$ cat src/rtl/dmw_pkg.sv
// dmw_pkg: shared widths, codes and the controller command bundle for the
// displacement map warp. No dependencies.
package dmw_pkg;

  localparam int PIXEL_W   = 32;  // RGBA, 8 bits per channel
  localparam int DISP_W    = 24;  // signed fixed point displacement
  localparam int DIM_REG_W = 9;   // frame size register width
  localparam int CFG_IDX_W = 2;   // register index width

  // register indexes
  localparam logic [CFG_IDX_W-1:0] REG_FRAME_WIDTH  = CFG_IDX_W'(0);
  localparam logic [CFG_IDX_W-1:0] REG_FRAME_HEIGHT = CFG_IDX_W'(1);

  // item function codes
  localparam logic FUNC_LOAD = 1'b0;
  localparam logic FUNC_DISP = 1'b1;

  // controller to datapath commands
  typedef struct packed {
    logic load_wr;   // write source pixel, advance load position
    logic capture;   // register coordinate sums, advance output position
    logic mag_en;    // magnitude / truncation stage
    logic refl_en;   // mirror and clamp stage
    logic addr_en;   // raster address stage
    logic rd_en;     // frame store read
    logic out_load;  // load result register
  } dmw_cmd_t;

endpackage

$ cat src/rtl/dmw_ctrl.sv
// dmw_ctrl: sequencer for load and displace items, owns result valid.
// Depends on dmw_pkg.
module dmw_ctrl import dmw_pkg::*; (
  input  logic     clk,
  input  logic     rst,
  input  logic     item_valid,
  input  logic     item_func,
  output logic     item_ready,
  input  logic     res_ready,
  output logic     res_valid,
  output dmw_cmd_t cmd
);

  localparam logic [2:0] ST_IDLE = 3'd0;
  localparam logic [2:0] ST_MAG  = 3'd1;
  localparam logic [2:0] ST_REFL = 3'd2;
  localparam logic [2:0] ST_ADDR = 3'd3;
  localparam logic [2:0] ST_READ = 3'd4;
  localparam logic [2:0] ST_OUT  = 3'd5;

  logic [2:0] state;
  logic [2:0] state_next;

  always_comb begin
    state_next = state;
    cmd        = '0;
    item_ready = (state == ST_IDLE);
    case (state)
      ST_IDLE: begin
        if (item_valid) begin
          if (item_func == FUNC_LOAD) begin
            cmd.load_wr = 1'b1;
          end else begin
            cmd.capture = 1'b1;
            state_next  = ST_MAG;
          end
        end
      end
      ST_MAG: begin
        cmd.mag_en = 1'b1;
        state_next = ST_REFL;
      end
      ST_REFL: begin
        cmd.refl_en = 1'b1;
        state_next  = ST_ADDR;
      end
      ST_ADDR: begin
        cmd.addr_en = 1'b1;
        state_next  = ST_READ;
      end
      ST_READ: begin
        cmd.rd_en  = 1'b1;
        state_next = ST_OUT;
      end
      ST_OUT: begin
        // wait until the result register is free
        if (!res_valid || res_ready) begin
          cmd.out_load = 1'b1;
          state_next   = ST_IDLE;
        end
      end
      default: begin
        state_next = ST_IDLE;
      end
    endcase
  end

  always_ff @(posedge clk) begin
    if (rst) begin
      state     <= ST_IDLE;
      res_valid <= 1'b0;
    end else begin
      state <= state_next;
      if (cmd.out_load) begin
        res_valid <= 1'b1;
      end else if (res_ready) begin
        res_valid <= 1'b0;
      end
    end
  end

endmodule

$ cat config.mk
export PLATFORM = sky130hd
export DESIGN_NAME = dmw_ctrl
export DESIGN_NICKNAME = d
export VERILOG_FILES = /design/src/rtl/dmw_pkg.sv /design/src/rtl/dmw_ctrl.sv
export SDC_FILE = /design/constraint.sdc
export NUM_CORES = 1
export LEC_CHECK = 0
export BUFFER_PORTS_ARGS = -buffer_cell sky130_fd_sc_hd__buf_2
export CAP_MARGIN = 5
export CORE_AREA = 2 2 39 41
export DETAILED_ROUTE_END_ITERATION = 8
export DIE_AREA = 0 0 41 43
export PLACE_DENSITY_LB_ADDON = 0.2
export SYNTH_ARGS = -nofsm -noshare
export SYNTH_HDL_FRONTEND = slang
export SYNTH_SLANG_ARGS = --single-unit
$ cat constraint.sdc
create_clock -name clk -period 2.17 [get_ports clk]
set_input_delay 0.1085 -clock clk [delete_from_list [all_inputs] [get_ports clk]]
set_output_delay 0.1085 -clock clk [all_outputs]
set_load 0.01 [all_outputs]
==> flow_metrics.tcl, run 1 <==
set metrics [dict create \
    run_status "finished, final reports clean" \
    cts-buffers-inserted 3 \
    critPathSlowestCell "dfxtp_1" \
    synthXorXnorAreaFrac_pct 3.91 \
    synth_area_leader_cell "dfxtp_1" \
    yosysWarningCount 0 \
    arrival_time_at_the_worst_endpoint_ps 1250 \
    critPathCaptureType "primary output" \
    synth_top_family_by_area "simple AND/OR/NAND/NOR gates" \
    cp_max_stage_delay_ps 440 \
    muxShareOfSynthArea_pct 0 \
    synth.cells.most_frequent "4 x a21oi_1, 4 x dfxtp_1, 3 x nor3_1" \
    die_height_um 43 \
    post-route-min-period_ps 1360 \
    post-cts-setup-buffer-count 0 \
    crit-reg2reg-capture "state[2]" \
    finalCritPeriodShare_pct 62.8 \
    core_area_sq_mm 0.00138 \
    final_number_of_max_transition_violations 0 \
    critPathLaunchType "register" \
    power.combinational.fraction_pct 21.3 \
    worst_clock_skew_ps 1.41 \
    cp_max_fanout 7 \
    synth-seq-cells 4 \
    power.density_cell_area_mw_per_mm2 702 \
    holdBufCountCts 0 \
    yosysSeqAreaShare_pct 35.8 \
    ys_types 18 \
    cts_htree_levels 1 \
    grt_pass1_vias 225 \
    netSwitchingFraction_pct 27.8 \
    timing.critical_path.required_ps 2060 \
    rr_startpoint "state[0]" \
    critical-path-top-delay-family "simple AND/OR/NAND/NOR gates" \
    max_clock_freq_mhz 734 \
    power.leakage_nw 0.168 \
    dr.pass1.iters 2 \
    hold_path.class "in2reg" \
    slew-limit-headroom_pct 79.6 \
    synth_nets 34 \
    placement.io_buffers 13 \
    worstSetupEndpoint "cmd[1]" \
    cp-startpoint "state[1]" \
    met3_track_demand_over_resource_pct 2.09 \
    tritoncts "done" \
    netlist_area_before_placement_sq_um 224 \
    nets 51 \
    yosysTopAreaCellShare_pct 35.8 \
    gr-max-usage-layer "met4" \
    io_pins 14 \
    maximum_number_of_pins_on_one_net_before_global_route_repair 9 \
    global_route.usage.met1_pct 8.68 \
    ctsLongestPathBuffers 2 \
    initial_detailed_routing_violation_count 1 \
    ys_async_rst_share_pct 0 \
    place.detailed.hpwl_um 417 \
    route.detailed.vias_per_inst 4.08 \
    area.growth.synth_to_final_pct 45.8 \
    final_layout_size_suffix_gt1_share_pct 43.2 \
    rows 14 \
    overflow 0 \
    drt.antenna.violating_nets 0 \
    dpl.cell_count 57 \
    worstMarginPinSlew_ps 305 \
    grtUsageTotal_pct 7.73 \
    synth_compound_gate_area_share_pct 14.5 \
    netSwitchingPower_uw 63.8 \
    number_of_drc_violations_after_detailed_routing 0 \
    cts-root-buf "clkbuf_4" \
    die-area_sq_mm 0.00176 \
    stages_on_worst_setup_path 3 \
    hold_viol_final 0 \
    gr-usage-met2_pct 9.69 \
    number_of_setup_violations_in_the_final_report 0 \
    max_cap_violations 0 \
    fp.dieW_um 41 \
    power.share.clock_pct 40.0 \
    grt_pass1_wl_um 862 \
    finalSetupTns_ps 0 \
    ys_top_cells_by_area "dfxtp_1 36%, a21oi_1 8.9%, nor3_1 6.7%, nor3_2 4.5%, and2b_2 3.9%" \
    synthSimpleGateAreaFrac_pct 40.2 \
    cts_repair_resize_count 0 \
    synth_edf_count 0 \
    layoutNonFillerInstCount 60 \
    clock-sinks 4 \
    synth_ff_type "dfxtp_1" \
    worst_r2r_path_depth 3 \
    number_of_antenna_violations_at_the_first_check_in_global_routing 0 \
    antenna_diode_count 0 \
    rsz0062_at_grt "false" \
    gp_routability_congestion 0.691 \
    cts.clk_slew.worst_paths_ps 40 \
    worst-setup-path-type "reg2out" \
    pwr-share-seq_pct 38.7 \
    critical_path_buf_inv_count 1 \
    internal_power_uw 165 \
    postSynthAreaPerCell_sq_um 7.72 \
    floorplan.initialDensity_pct 16.2 \
    dr_total_vias 245 \
    route.final.wire_length_um 554 \
    filler_cell_count 160 \
    ff2ff_setup_slack_ps 1150 \
    cells_along_the_critical_path "and2b_2 -> and2_2 -> buf_2" \
    clk_latency_ps 230 \
    wl_per_cell_um 9.23 \
    synth-adder-area-share_pct 0 \
    syn_inst 29 \
    ir_worst_vdd_mv 0.181 \
]
[power groups by stage]
stage	Sequential, mW	Clock [mW]	Combinational [mW]
2_1_floorplan	0.0844	0	0.0350
3_3_place_gp	0.0898	0	0.0503
3_5_place_dp	0.0903	0	0.0494
4_1_cts	0.0890	0.0993	0.0497
5_1_grt	0.0907	0.103	0.0559
6_report	0.0888	0.0917	0.0488
[cell families (layout without fill, tap and decap cells)]
logic type	Yosys count	after routing
flip-flops	4	4
AND/OR/NAND/NOR	15	15
buffers and inverters	3	18
AO/OA/AOI/OAI	6	6
XOR/XNOR	1	1
[placed cells by master, fill, tap and decap left out]
cell type,instances
buf_2,13
a21oi_1,4
dfxtp_1,4
nor3_1,3
clkbuf_4,3
nand2_1,2
nor2_1,2
inv_1,2
nor2b_1,1
and2b_2,1
nand3b_1,1
nor3b_1,1
nor3_2,1
and2_2,1
and3_1,1
nand2b_1,1
o21a_1,1
o21ai_0,1
xnor2_1,1
[metal layers]
| layer | share of wire [%] | up-vias |
|---|---|---|
| met2 | 43 | 12 |
| met3 | 11 | 2 |
| met4 | 0.72 | 0 |
| met1 | 45 | 104 |
| met5 | 0 | - |
| li1 | - | 127 |
[layout make-up]
class	instances	area [sq um]	share of cell area (%)
multi-input cells	22	131	40.2
flip-flops and latches	4	80.1	24.5
repair buffers	13	65.1	19.9
clock buffers	3	22.5	6.90
well taps	16	20.0	6.13
inverters	2	7.51	2.30
[per-stage QoR]
| stage | utilization [%] | hold WS, ps | instance area (sq um) | setup slack (ps) | power [mW] |
|---|---|---|---|---|---|
| 6_report | 23.6 | 81.9 | 327 | 807 | 0.229 |
| 5_1_grt | 23.6 | 80.1 | 327 | 715 | 0.250 |
| 3_3_place_gp | 22.0 | 327 | 304 | 1060 | 0.140 |
| 3_5_place_dp | 22.0 | 324 | 304 | 1040 | 0.140 |
| 4_1_cts | 23.6 | 66.8 | 327 | 785 | 0.238 |
| 2_1_floorplan | - | 178 | 224 | 1160 | 0.119 |
[worst min-delay path by stage]
stage          startpoint         to  depth (start not counted)
2_1_floorplan         rst  res_valid                          1
3_3_place_gp          rst   state[2]                          2
3_5_place_dp          rst  res_valid                          2
4_1_cts               rst  res_valid                          2
5_1_grt               rst  res_valid                          2
6_report              rst  res_valid                          2
[flip-flops by register name (all words and copies together), names as in the netlist]
| signal | cells |
|---|---|
| res_valid | 1 |
| state | 3 |
(Power assumes the default switching activity.)
==> run 2, diff against run 1 <==
==> constraint.sdc (replaced) <==
create_clock -name clk -period 1.15 [get_ports clk]
set_input_delay 0.0575 -clock clk [delete_from_list [all_inputs] [get_ports clk]]
set_output_delay 0.0575 -clock clk [all_outputs]
set_load 0.01 [all_outputs]
==> flow_metrics.tcl, run 2 (same netlist as run 1, synthesis figures left out) <==
set metrics [dict create \
    run_status "finished, final reports clean" \
    slew-limit-headroom_pct 87.6 \
    power.leakage_nw 0.205 \
    number_of_drc_violations_after_detailed_routing 0 \
    ctsLongestPathBuffers 2 \
    dr.pass1.iters 1 \
    rsz0062_at_grt "true" \
    hold_path.class "in2reg" \
    cts-buffers-inserted 3 \
    cts.clk_slew.worst_paths_ps 40 \
    dr_total_vias 271 \
    max_clock_freq_mhz 875 \
    dpl.cell_count 57 \
    maximum_number_of_pins_on_one_net_before_global_route_repair 9 \
    final_number_of_max_transition_violations 0 \
    power.density_cell_area_mw_per_mm2 1180 \
    pre_cts_slack_ps 69.7 \
    critPathCaptureType "primary output" \
    worst_clock_skew_ps 4.39 \
    timing.critical_path.required_ps 1090 \
    drt.antenna.violating_nets 0 \
    number_of_setup_violations_in_the_final_report 0 \
    layoutNonFillerInstCount 64 \
    gp_routability_congestion 0.692 \
    tritoncts "done" \
    post-route-min-period_ps 1140 \
    route.detailed.vias_per_inst 4.23 \
    nets 55 \
    final_worst_slack_ps 6.66 \
    critPathLaunchType "register" \
    cp_max_fanout 4 \
    cts-root-buf "clkbuf_4" \
    grt_pass1_vias 247 \
    clock-sinks 4 \
    final_layout_size_suffix_gt1_share_pct 60.4 \
    finalCritPeriodShare_pct 99.4 \
    area.growth.synth_to_final_pct 76.0 \
    largest_reg_flops 3 \
    max_cap_violations 0 \
    antenna_diode_count 0 \
    grt_pass1_wl_um 931 \
    die_height_um 43 \
    rows 14 \
    ir_worst_vdd_mv 0.364 \
    filler_cell_count 162 \
    initial_detailed_routing_violation_count 0 \
    wl_per_cell_um 8.89 \
    overflow 0 \
    clk_latency_ps 240 \
    worstMarginPinSlew_ps 185 \
    top_library_cells_by_usage_in_the_layout_fill_and_taps_aside "12 x buf_2, 4 x a21oi_1, 4 x buf_4, 3 x clkbuf_4, 3 x dfxtp_4" \
    io_pins 14 \
    holdBufCountCts 0 \
    post-route-util_pct 28.5 \
    largest_registers "state (3), res_valid (1)" \
    fp.dieW_um 41 \
    number_of_antenna_violations_at_the_first_check_in_global_routing 0 \
    die-area_sq_mm 0.00176 \
    core_area_sq_mm 0.00138 \
    arrival_time_at_the_worst_endpoint_ps 1090 \
    placement.io_buffers 13 \
    cts_htree_levels 1 \
    route.final.wire_length_um 569 \
    floorplan.initialDensity_pct 16.2 \
    mostFrequentLayoutCell "buf_2" \
    worst-setup-path-type "reg2out" \
    top_reg_by_flops "state" \
    report.power.total_uw 467 \
    grtUsageTotal_pct 8.44 \
    hold_viol_final 0 \
    place.detailed.hpwl_um 408 \
]
[run 2: per-layer routing]
| layer | wire length (um) | share of wire [%] | track usage, % | vias up |
|---|---|---|---|---|
| met5 | 0 | 0 | 0 | - |
| met2 | 228 | 40 | 10.6 | 14 |
| met4 | 25 | 4.4 | 10.0 | 0 |
| met3 | 71 | 12 | 3.14 | 4 |
| met1 | 243 | 43 | 9.35 | 115 |
| li1 | - | - | - | 138 |
[run 2: worst max-delay path, stage by stage, from the launching register on]
cell and delay, ps:
dfxtp_4 350, and2b_2 240, nand2_2 50, nor2_1 80, buf_2 130
[run 2: path summary, 6_finish.rpt]
| kind | cells past startpoint | slack (ps) | end | startpoint |
|---|---|---|---|---|
| setup reg to reg | 4 | 30 | state[0] | state[1] |
| hold / removal | 2 | 10 | state[2] | rst |
| setup / recovery | 4 | 7 | cmd[0] | state[1] |
| hold reg to reg | 1 | 490 | state[1] | state[2] |
[run 2: final cells by class]
type,instances,area [sq um],area share (%)
multi-input cells,22,151,38.4
inverters,2,7.51,1.90
clock buffers,3,22.5,5.71
flip-flops and latches,4,91.3,23.2
repair buffers,17,101,25.7
well taps,16,20.0,5.08
[run 2: through the flow]
stage | setup TNS, ps | area (sq um) | hold slack [ps]
2_1_floorplan | 0 | 224 | 127
3_3_place_gp | 0 | 304 | 276
3_5_place_dp | 0 | 304 | 271
4_1_cts | 0 | 365 | 18.4
5_1_grt | -259 | 394 | 19.8
6_report | 0 | 394 | 14.9
[run 2: timing repair]
action,CTS,global route
pin swaps,0,2
cloned,0,0
endpoints found under the setup margin,5,6
buffers inserted,3,1
resized for setup,7,5
hold endpoints to repair,0,0
[run 2: power breakdown]
group / switching [mW] / leakage (nW) / internal (mW) / total, mW
Clock: 0.0619 / 0.0138 / 0.117 / 0.179
Sequential: 0.0191 / 0.0347 / 0.149 / 0.168
Combinational: 0.0539 / 0.156 / 0.0662 / 0.120
